<file path="config.mk">
export PLATFORM = sky130hd
export DESIGN_NAME = xtea_cfg
export DESIGN_NICKNAME = d
export VERILOG_FILES = /design/src/xtea_pkg.sv /design/src/xtea_cfg.sv
export SDC_FILE = /design/constraint.sdc
export NUM_CORES = 1
export LEC_CHECK = 0
export BUFFER_PORTS_ARGS = -buffer_cell sky130_fd_sc_hd__buf_2
export CAP_MARGIN = 25
export CORE_UTILIZATION = 54
export DETAILED_ROUTE_END_ITERATION = 8
export GPL_TIMING_DRIVEN = 0
export HOLD_SLACK_MARGIN = 0.12
export PLACE_DENSITY = 0.94
export SETUP_SLACK_MARGIN = 0.3
export SYNTH_ARGS = -nofsm -noshare
export SYNTH_HDL_FRONTEND = slang
export SYNTH_SLANG_ARGS = --single-unit
</file>
<file path="constraint.sdc">
create_clock -name clk_i -period 3.7 [get_ports clk_i]
set_input_delay 0.74 -clock clk_i [delete_from_list [all_inputs] [get_ports clk_i]]
set_output_delay 0.74 -clock clk_i [all_outputs]
set_load 0.05 [all_outputs]
</file>
<file path="src/xtea_pkg.sv">
// Shared types and constants for the XTEA block cipher unit.
// No dependencies; imported by every module of the unit.
package xtea_pkg;

  localparam int unsigned ROUNDS = 32;
  localparam int unsigned STAGES = 2 * ROUNDS;   // one half-round per stage
  localparam int unsigned ADDR_W = 4;            // four 32-bit key words at 4*i
  localparam logic [31:0] DELTA  = 32'h9E37_79B9;

  typedef enum logic {
    OP_ENC = 1'b0,
    OP_DEC = 1'b1
  } op_e;

  typedef enum logic [1:0] {
    REG_KEY0 = 2'd0,
    REG_KEY1 = 2'd1,
    REG_KEY2 = 2'd2,
    REG_KEY3 = 2'd3
  } reg_e;

  typedef logic [3:0][31:0] key_t;

  // Request travelling down the round pipeline
  typedef struct packed {
    logic        valid;
    op_e         op;
    logic [31:0] v0;
    logic [31:0] v1;
    logic        last;
  } pipe_t;

endpackage

</file>
<file path="src/xtea_cfg.sv">
// APB-style key register file: four 32-bit key words.
// Depends on xtea_pkg.
module xtea_cfg (
  input  logic                       clk_i,
  input  logic                       rst_ni,
  input  logic                       psel,
  input  logic                       penable,
  input  logic                       pwrite,
  input  logic [xtea_pkg::ADDR_W-1:0] paddr,
  input  logic [31:0]                pwdata,
  output logic [31:0]                prdata,
  output logic                       pready,
  output xtea_pkg::key_t             keys_o
);
  import xtea_pkg::*;

  key_t keys_q;
  logic wr_en;
  reg_e wr_reg;

  assign pready = 1'b1;
  assign wr_en  = psel && penable && pwrite;
  assign wr_reg = reg_e'(paddr[ADDR_W-1:2]);

  always_ff @(posedge clk_i or negedge rst_ni) begin
    if (!rst_ni) begin
      keys_q <= '0;
    end else if (wr_en) begin
      unique case (wr_reg)
        REG_KEY0: keys_q[0] <= pwdata;
        REG_KEY1: keys_q[1] <= pwdata;
        REG_KEY2: keys_q[2] <= pwdata;
        REG_KEY3: keys_q[3] <= pwdata;
      endcase
    end
  end

  assign prdata = keys_q[paddr[ADDR_W-1:2]];
  assign keys_o = keys_q;

endmodule

</file>
## Word-level counts from Yosys, hierarchy flattened

Index checks and enable logic that the tools add are counted.

- $lt $le $gt $ge: 1
- Eq/ne operators: 3
- Muxes and demuxes: 2
- Reduce and logical (&&, ||, !) cells: 7

Operator list:

| operator | number |
|---|---|
| 32-bit binary-select mux with 2-bit select | 1 |
| 32-bit two-way mux | 1 |
| 2-bit AND reduction | 4 |
| 2-bit equality test (second input constant) | 2 |
| 2-bit by 3-bit less-than comparator with 1-bit output (second input constant) | 1 |
| 2-bit by 1-bit equality test with 1-bit output (second input constant) | 1 |
| 1-bit logical AND | 2 |
| 2-bit zero test | 1 |

- Register bits after elaboration: 128
- Input bits: 41
- Output and inout port bits: 161
- Logic and storage cells: 17

## Logic depth before layout (Yosys ltp)

- Depth in word-level cells: 3
- Depth in mapped cells: 6
- Mapped depth without buffers: 3

## Least setup slack after synthesis

Ideal clock, no wire load.

- Path type: input-to-output
- Start point: in paddr[2] in the netlist's numbering
- End point: out prdata[10]
- Data arrival time: 1.860 ns
- Data required time: 2.960 ns
- Setup slack: 1.100 ns
- Stages on the path: 3
- Path buffers: 2
- Cells stage by stage: buf_4 -> buf_2 -> mux4_2

- Longest elaborated chain between the ends: 2

RTL lines:

| what | line | source |
|---|---|---|
| start, declared | xtea_cfg.sv:9 | `input logic [xtea_pkg::ADDR_W-1:0] paddr,` |
| 32-bit binary-select mux with 2-bit select | xtea_cfg.sv:38 | `assign prdata = keys_q[paddr[ADDR_W-1:2]];` |
| 32-bit two-way mux (implied by the code) | xtea_cfg.sv:38 |  |
| end, declared | xtea_cfg.sv:11 | `output logic [31:0] prdata,` |

No other way between the ends. The select of a mux whose other input is x is not followed.

## Worst setup path in the final report

- Start point: in paddr[3] in the netlist's numbering
- End point: out prdata[16]

Same word-level chain as after synthesis.

==> summary.md <==
| Metric | Value |
|---|---|
| Count leader, synth | `dfrtp_1` |
| Crit-path max cell delay | `580 ps` |
| Synthesized Nets | `360` |
| Root Buffer | `clkbuf_8` |
| Critical Path Source Type | `primary input` |
| Gate Count Post-Synth | `319` |
| Endpoints failing hold | `0` |
| Site Rows | `37` |
| Period utilization | `0.7823` |
| Die area | `10930 µm²` |
| First-pass GRT wire length | `22390 µm` |
| Pwr per Cell Area | `854.6 nW/µm²` |
| Synth cell types | `18` |
| Worst-Margin Slew | `725.2 ps` |
| Syn-to-layout area delta | `31.92%` |
| Post-synth top cells | `128 x dfrtp_1, 95 x mux2_2, 32 x mux4_2` |
| Share of the synthesized area in the top cell type | `0.5640` |
| Largest net degree at the start of global routing | `68` |
| EDFF count, synth | `0` |
| CTS sink count | `128` |
| Synth warn | `0` |
| PostCTS Resize Cnt | `0` |
| Req. time, crit path | `2960 ps` |
| Most used DFF post-synth | `dfrtp_1` |
| Fill cells | `659` |
| CP max-delay cell | `clkbuf_1` |
| DRT Pass-1 Iters | `6` |
| Die X | `104.6 µm` |
| Post-Route WL | `14250 µm` |
| Core Box Area | `10280 µm²` |
| Max Cap Viol | `0` |
| Unrepaired setup endpoints after global routing | `false` |
| Total setup buffers inserted after CTS | `0` |
| DR vias | `3871` |
| Outcome | `finished, final reports clean` |
| Die height | `104.6 µm` |
| Max reg flops | `128` |
| CTS tree | `yes` |
| Area leader, netlist | `dfrtp_1` |
| Num CTS Buffers | `17` |
| Slew margin rel. | `0.5165` |
| DP HPWL | `10030 µm` |
| Synthesized cell area | `5679 µm²` |
| Syn Area/Cell | `17.80 µm²` |
| FMAX | `345.5 MHz` |
| Nets | `576` |
| GPL Wtd Cong | `0.7965` |
| Final Max Slew Viols | `0` |
| GRT overflow | `0` |
| Routed wire per std cell | `20.83 µm` |
| CTS max path bufs | `2` |
| Sequential element share of the synthesized area | `0.5640` |
| Antenna Cells | `0` |
| Area of the multi-input gates | `2316 µm²` |
| DRC violations left | `0` |
| Final design utilization | `0.7290` |
| Crit. End Element | `output pin` |
| Register area | `3203 µm²` |
| Initial antenna violation count | `0` |
| Initial Util | `0.5526` |
| CP Cell Sequence | `buf_4 > clkbuf_1 > mux4_2 > buf_2` |
| Crit path max fanout | `10` |
| GR Util All Layers | `0.2721` |
| TNS Setup | `0 ps` |
| Worst min path class | `in2async` |
| Layout cells sized above 1 | `0.7427` |
| Vias per inst | `5.659` |
| Vias in the first global route | `4088` |
| I/O pin count | `202` |
| Leakage dissipation | `3.749 nW` |
| I/O Buffers | `196` |
| Clk_lat worst skew | `500 ps` |
| Max VDD drop | `0.4653 mV` |
| Final setup vio count | `0` |
| Final Critical Period | `2895 ps` |
| Critical path type | `in2out` |
| Hold buffer count at cts | `0` |
| Flops & latches, synth | `128` |
| Post-route ant nets | `0` |
| Top cells by area, synth | `dfrtp_1 56%, mux2_2 19%, mux4_2 13%, mux2_4 7.9%, buf_6 1.2%` |
| Async SR Flop Fraction | `1.000` |
| H-tree depth | `4` |
| Worst path arrival time | `2150 ps` |
| Final Skew | `0 ps` |
| Iteration-0 DRC count of the detailed router | `197` |
| CTS clk-pin slew, worst paths | `60 ps` |
-- power by group --
group          internal [W]  switching (W)
clock               0.00113       0.000616
sequential          0.00173       0.000265
combinational      0.000731        0.00193
total               0.00359        0.00281
-- cell type report --
cell class | instances | area share
plain buffers | 23 | 0.02088
clock buffers | 20 | 0.05945
clock inverters | 12 | 0.02438
inverters | 1 | 0.0005010
multi-input cells | 167 | 0.3091
flip-flops and latches | 128 | 0.4275
well taps | 136 | 0.02271
repair buffers | 197 | 0.1354
-- layer usage --
layer,vias up,wire length [µm],global-route usage
met2,160,7442,0.4607
met1,2052,5771,0.3376
li1,1631,-,-
met3,28,699,0.07299
met4,0,332,0.09694
met5,-,0,0
-- final timing paths --
path                             startpoint     endpoint  slack [ps]  cells after the start
max in group asynchronous            rst_ni   keys_o[62]        2760                      2
worst max-delay path               paddr[3]   prdata[16]         810                      4
worst min-delay path                 rst_ni  keys_o[106]         230                      1
worst min register to register   keys_o[27]   keys_o[27]         520                      1
min in group clk_i               pwdata[26]   keys_o[26]         500                      2
worst max register to register  keys_o[105]  keys_o[105]        2880                      1
-- logic make-up (layout without fill, tap and decap cells) --
kind of cell	Yosys count	count (layout)	synth area share
buffers and inverters	24	253	0.02820
multiplexers	160	160	0.4005
AND/OR/NAND/NOR	6	6	0.006610
other	1	1	0.0006603
flip-flops	128	128	0.5640
-- metrics by stage --
step | total power (W) | setup WS, ps | cell area [µm²] | hold WS (ps) | cells
final | 0.006403 | 805.3 | 7492 | 228.3 | 684
after global routing | 0.006606 | 797.9 | 7492 | 255.5 | 684
after CTS | 0.006429 | 822.4 | 7492 | 235.8 | 684
after detailed placement | 0.004668 | 850.5 | 6864 | 506.2 | 652
after global placement | 0.004581 | 382.9 | 6830 | 499.4 | 651
after floorplan | 0.004010 | 1100 | 5679 | 444.4 | 319
-- cells in the final DEF, fill, tap and decap left out --
cell type,Yosys,final
buf_16,0,1
buf_2,10,205
buf_4,3,3
buf_6,6,7
bufinv_16,0,4
clkbuf_1,3,4
clkbuf_16,0,16
clkbuf_2,1,1
clkbuf_8,0,3
clkinv_2,0,1
clkinv_4,0,3
clkinvlp_4,0,3
conb_1,1,1
dfrtp_1,128,128
inv_2,1,1
inv_6,0,1
mux2_1,3,3
mux2_2,95,95
mux2_4,30,30
mux4_2,32,32
nand3_1,1,1
nand4_1,1,1
nor2_1,1,1
nor3_2,1,1
or2_1,1,1
or3_1,1,1
-- critical path: cells and delay by family --
kind | cells | cell delay (ps)
multiplexers | 1 | 440
buffers and inverters | 3 | 970
Note: power is estimated with default switching activity, not from simulation.
