## config.mk

```make
export PLATFORM = sky130hd
export DESIGN_NAME = xtea_stage
export DESIGN_NICKNAME = d
export VERILOG_FILES = /design/src/xtea_pkg.sv /design/src/xtea_stage.sv
export SDC_FILE = /design/constraint.sdc
export NUM_CORES = 1
export LEC_CHECK = 0
export ABC_AREA = 0
export BUFFER_PORTS_ARGS = -buffer_cell sky130_fd_sc_hd__buf_2
export CAP_MARGIN = 20
export CORE_MARGIN = 1.5
export CORE_UTILIZATION = 40
export DETAILED_ROUTE_END_ITERATION = 16
export HOLD_SLACK_MARGIN = 0.02
export PLACE_DENSITY = 0.72
export REMOVE_ABC_BUFFERS = 1
export SLEW_MARGIN = 15
export SYNTH_ARGS = -nofsm -noshare
export SYNTH_HDL_FRONTEND = slang
export SYNTH_SLANG_ARGS = --single-unit
```

## constraint.sdc

```tcl
create_clock -name clk_i -period 0.8 [get_ports clk_i]
set_input_delay 0.16 -clock clk_i [delete_from_list [all_inputs] [get_ports clk_i]]
set_output_delay 0.16 -clock clk_i [all_outputs]
set_load 0.1 [all_outputs]
```

## src/xtea_pkg.sv

```systemverilog
// Shared types and constants for the XTEA block cipher unit.
// No dependencies; imported by every module of the unit.
package xtea_pkg;

  localparam int unsigned ROUNDS = 32;
  localparam int unsigned STAGES = 2 * ROUNDS;   // one half-round per stage
  localparam int unsigned ADDR_W = 4;            // four 32-bit key words at 4*i
  localparam logic [31:0] DELTA  = 32'h9E37_79B9;

  typedef enum logic {
    OP_ENC = 1'b0,
    OP_DEC = 1'b1
  } op_e;

  typedef enum logic [1:0] {
    REG_KEY0 = 2'd0,
    REG_KEY1 = 2'd1,
    REG_KEY2 = 2'd2,
    REG_KEY3 = 2'd3
  } reg_e;

  typedef logic [3:0][31:0] key_t;

  // Request travelling down the round pipeline
  typedef struct packed {
    logic        valid;
    op_e         op;
    logic [31:0] v0;
    logic [31:0] v1;
    logic        last;
  } pipe_t;

endpackage

```

## src/xtea_stage.sv

```systemverilog
// One registered XTEA half-round, shared by encrypt and decrypt.
// Depends on xtea_pkg; the round sums arrive as constant inputs.
module xtea_stage (
  input  logic                clk_i,
  input  logic                rst_ni,
  input  xtea_pkg::key_t      keys_i,
  input  logic [31:0]         enc_sum_i,
  input  logic [31:0]         dec_sum_i,
  input  logic                half_i,
  input  xtea_pkg::pipe_t     pipe_i,
  output xtea_pkg::pipe_t     pipe_o
);
  import xtea_pkg::*;

  pipe_t pipe_d;
  pipe_t pipe_q;

  // Encrypt updates v0 in the first half, decrypt in the second.
  always_comb begin
    logic        upd_v0;
    logic [31:0] sum;
    logic [31:0] src;
    logic [31:0] dst;
    logic [31:0] mix;
    logic [31:0] f;
    logic [31:0] res;
    logic [1:0]  kidx;

    upd_v0 = (pipe_i.op == OP_ENC) ? !half_i : half_i;
    sum    = (pipe_i.op == OP_ENC) ? enc_sum_i : dec_sum_i;
    kidx   = upd_v0 ? sum[1:0] : sum[12:11];
    src    = upd_v0 ? pipe_i.v1 : pipe_i.v0;
    dst    = upd_v0 ? pipe_i.v0 : pipe_i.v1;
    mix    = ((src << 4) ^ (src >> 5)) + src;
    f      = mix ^ (sum + keys_i[kidx]);
    res    = (pipe_i.op == OP_ENC) ? dst + f : dst - f;

    pipe_d = pipe_i;
    if (upd_v0) begin
      pipe_d.v0 = res;
    end else begin
      pipe_d.v1 = res;
    end
  end

  always_ff @(posedge clk_i or negedge rst_ni) begin
    if (!rst_ni) begin
      pipe_q <= '0;
    end else begin
      pipe_q <= pipe_d;
    end
  end

  assign pipe_o = pipe_q;

endmodule

```

* Word level (Yosys, flattened, before mapping)
Index checks and enable logic that the tools add are counted.
** Storage, ports and cells
- Logic and storage cells :: 23
- Output and inout bits :: 67
- Input port bits :: 262
- Bits in registers :: 67
** Operators by class
- Muxes and demuxes :: 10
- Reductions and logical operators :: 1
- Order comparisons :: 1
- Bitwise operators :: 2
- $add $sub $neg :: 4
** Operators with widths (number)
- $mux 32 :: 7
- $add 32x32->32 :: 3
- $bmux 32 s2 :: 1
- $sub 32x32->32 :: 1
- $xor 32x27->32 :: 1
- $xor 32x32->32 :: 1
- $lt 2x3->1 const B :: 1
- $mux 2 :: 1
- $logic_not 1->1 :: 1
- $mux 1 :: 1

* Logic depth before layout (Yosys ltp)
- Depth in word-level cells :: 10
- Depth in mapped cells :: 32
- Gate-level depth less buffers :: 29

* Least setup slack after synthesis
No wires, ideal clock.
- Path kind :: input to register
- Start :: input pipe_i[65] (netlist bit)
- End :: register pipe_q (netlist bit pipe_o[64])
- Path buffers :: 3
- Data arrival time :: 7.066 ns
- Stages on the path :: 28
- Slack :: -6.394 ns
- Cells stage by stage :: buf_1 > mux2_2 > mux2i_1 > clkbuf_1 > mux4_2 > ha_1 > clkbuf_1 > a211o_1 > a21oi_1 > a21oi_1 > a211oi_1 > xnor2_1 > xnor2_1 > nor3_1 > nand2_1 > and4b_4 > a21oi_1 > xor2_1 > ha_1 > nor3_1 > nor3b_1 > inv_1 > a31oi_1 > o2111ai_1 > a21oi_1 > xnor3_1 > xor2_1 > a21oi_1
** RTL lines
- from (decl) :: RTL line xtea_stage.sv:10 : input xtea_pkg::pipe_t pipe_i,
- to (signal assigned) :: RTL line xtea_stage.sv:50 : pipe_q <= pipe_d;
- to (decl) :: RTL line xtea_stage.sv:16 : pipe_t pipe_q;

==> impl_metrics.py <==
metrics = {
    "routing": {
        "postRouteAntennaNets": 0,
        "vias_per_cell": 5.89,
        "met3_wirelength_um": 4260,
        "wl_met2_um": 24300,
        "route.detailed.drc": 0,
        "top_layer_used": "met4",
        "wl_met1_um": 19000,
        "drt_iter0_markers": 1446,
        "dr.pass1.iters": 6,
        "wl_um": 50200,
        "wl_per_cell_um": 20.6,
        "vias": 14300,
    },
    "setup_path": {
        "endpoint_kind": "flop",
        "cp.depth": 31,
        "cp.arrival_ps": 6670,
        "slowest_stage": "mux4_2",
        "cp-endpoint": "pipe_o[59]$_DFF_PN0_",
        "crit_buf_inv": 6,
        "slowest_delay_ps": 560,
        "startpoint_type": "input pin",
        "cp_top_family": "compound AO/OA/AOI/OAI gates",
        "critPathKind": "in2reg",
        "crit_required_ps": 1090,
        "critPathLaunch": "pipe_i[65]",
        "crit_fanout": 4,
    },
    "sta": {
        "rsz0062_at_grt": "true",
        "timing.final.ws_setup_ps": -5580,
        "fmax_mhz": 157,
        "slew_viol_final": 0,
        "tns_ps": -312840,
        "tightest_slew_ps": 464,
        "finalCriticalPeriod_ps": 6380,
        "timing.hold.ws_ps": 66.5,
        "slew_headroom_pct": 69.1,
        "period_share_pct": 798,
        "finalHoldViolCount": 0,
        "setup_violations": 131,
    },
    "cells_and_area": {
        "layout-drive-gt1-share_pct": 53.3,
        "final_common_cell": "buf_4",
        "area_delta_synth_final_pct": 85.0,
        "final_cell_mix": "buf_4, buf_2, nand2_1",
        "largest_register_ffs": 67,
        "num_antenna_cells": 0,
        "fill_cells": 1621,
        "multi_input_area_um2": 9790,
        "regArea_um2": 1680,
        "design_area_um2": 19100,
        "layout.cells.non_filler": 2433,
        "final_nets": 2461,
    },
    "clock_tree": {
        "tritoncts": "yes",
        "htree_num_levels": 3,
        "cts.path.max_buffers": 2,
        "cts_buffers": 9,
        "clock-sinks": 67,
        "clk_pin_slew_ps": 60,
        "cts-root-buf": "clkbuf_16",
    },
    "placed_design": {
        "io_buffers": 328,
        "dp_hpwl_um": 32700,
        "postPlaceCellArea_um2": 16400,
        "dpl.cell_count": 2333,
        "gp_congestion": 0.898,
    },
    "synth": {
        "async_reset_ff_share_pct": 100,
        "ys_seq_elements": 67,
        "yosys.area.top_type_share_pct": 16.3,
        "syn_avg_cell_area_um2": 7.87,
        "yosys-top-cells-area": "dfrtp_1, ha_1, xnor2_1",
        "yosys.cell_types.count": 74,
        "synth_mux_area_share_pct": 11.2,
        "yosysSeqAreaShare_pct": 16.3,
        "synth-edff-count": 0,
        "synth_compound_area_share_pct": 22.3,
        "synth_top_family_by_area": "compound AO/OA/AOI/OAI gates",
        "synth_fa_ha_area_share_pct": 12.2,
        "yosysWarningCount": 0,
        "synth_xor_area_share_pct": 14.0,
        "ys.flop_type": "dfrtp_1",
        "synth-simple-area-share_pct": 20.9,
        "synthesis.area_um2": 10300,
        "syn_inst": 1309,
        "yosys.area.top_type": "dfrtp_1",
    },
    "global_routing": {
        "grt_pass1_vias": 13400,
        "grt-ovfl-total": 0,
        "grt_max_degree": 31,
        "antenna_found_initial": 0,
        "grt_use_total_pct": 31.2,
        "grt_first_pass_wirelength_um": 66300,
    },
    "die": {
        "core-area_um2": 25300,
        "die_w_um": 164,
        "boundaryPins": 329,
        "dieArea_um2": 26700,
        "initial_utilization_pct": 40.8,
        "die_y_um": 164,
        "rows": 58,
    },
    "pwr": {
        "power.total_uw": 102000,
        "intPower_uw": 49200,
        "p_clk_share_pct": 4.3,
        "power.leakage_uw": 0.00924,
        "power_frac_seq_pct": 6.5,
        "p_switching_uw": 52500,
        "power_density_nw_per_um2": 5330,
        "irDropWorstVdd_mv": 4.40,
        "pwr-share-comb_pct": 89.2,
        "p_sw_share_pct": 51.6,
    },
    "status": {
        "violations": "negative setup slack",
        "status": "finished, violations left",
    },
    "worst_hold_path": {
        "min_path_type": "in2reg",
    },
    "flow_run": {
        "cap_viol_max_count": 0,
    },
}
-- layer usage --
metal | up-vias | global-route usage (%)
met1 | 6699 | 39.4
met5 | - | 0
met3 | 266 | 3.38
met4 | 0 | 9.05
met2 | 1030 | 55.7
li1 | 6332 | -
-- tightest hold or removal path: stages --
cell     delay, ps
buf_2           90
nand2_1         60
o21ai_1         70
-- Yosys cell counts (all sizes together), types with 14 or more instances --
library cell	n
a211oi	15
nand2b	24
nor3	22
inv	32
mux4	31
ha	96
nand2	232
a31oi	24
xnor2	110
o21ai	99
a21oi	94
nor2	83
mux2	31
nand4	14
nand3	22
a21o	31
xor2	47
dfrtp	67
o21a	17
clkbuf	37
-- cells by family (layout without fill, tap and decap cells) --
group | Yosys count | count (layout)
AOI/OAI and AO/OA | 363 | 363
muxes | 73 | 73
adders and majority gates | 99 | 99
xor gates and xnor gates | 160 | 160
buffers and inverters | 82 | 876
and+or+nand+nor | 465 | 465
DFF | 67 | 67
-- power groups by stage --
stage / sequential, µW / clock [µW] / combinational, µW
floorplan: 17700 / 0 / 26900
global placement: 6620 / 0 / 65000
detailed placement: 6660 / 0 / 66200
CTS: 6610 / 4280 / 73500
global route: 6750 / 4490 / 93600
finish: 6630 / 4360 / 90700
-- metrics by stage --
stage                     utilization, %  setup WS [ps]
after global placement              65.1          -5900
after CTS                           70.3          -5120
after detailed placement            65.1          -6160
after global routing                75.5          -5740
after floorplan                        -         -10050
final                               75.5          -5580
-- area by class of cell --
cell class / count / area share [%]
multi-input cells: 1160 / 51.3
repair buffers: 830 / 35.4
flip-flops and latches: 67 / 8.79
well taps: 330 / 2.16
clock buffers: 12 / 1.34
inverters: 32 / 0.643
clock inverters: 2 / 0.315
-- repair_timing --
action                                  CTS  global route
setup buffers                            41            58
hold buffers                              3             0
pin swaps                                62           105
gates cloned                              1             0
endpoints found under the hold margin     6             0
endpoints found under the setup margin  132           132
gates resized for setup                 168           201
-- how the worst min path moves through the flow --
stage,startpoint,to,cells after the start
finish,pipe_i[26],pipe_o[26]$_DFF_PN0_,3
global placement,rst_ni,pipe_o[10]$_DFF_PN0_,1
CTS,pipe_i[37],pipe_o[37]$_DFF_PN0_,3
detailed placement,rst_ni,pipe_o[42]$_DFF_PN0_,1
floorplan,rst_ni,pipe_o[0]$_DFF_PN0_,0
global route,pipe_i[26],pipe_o[26]$_DFF_PN0_,3
(Power assumes the default switching activity.)
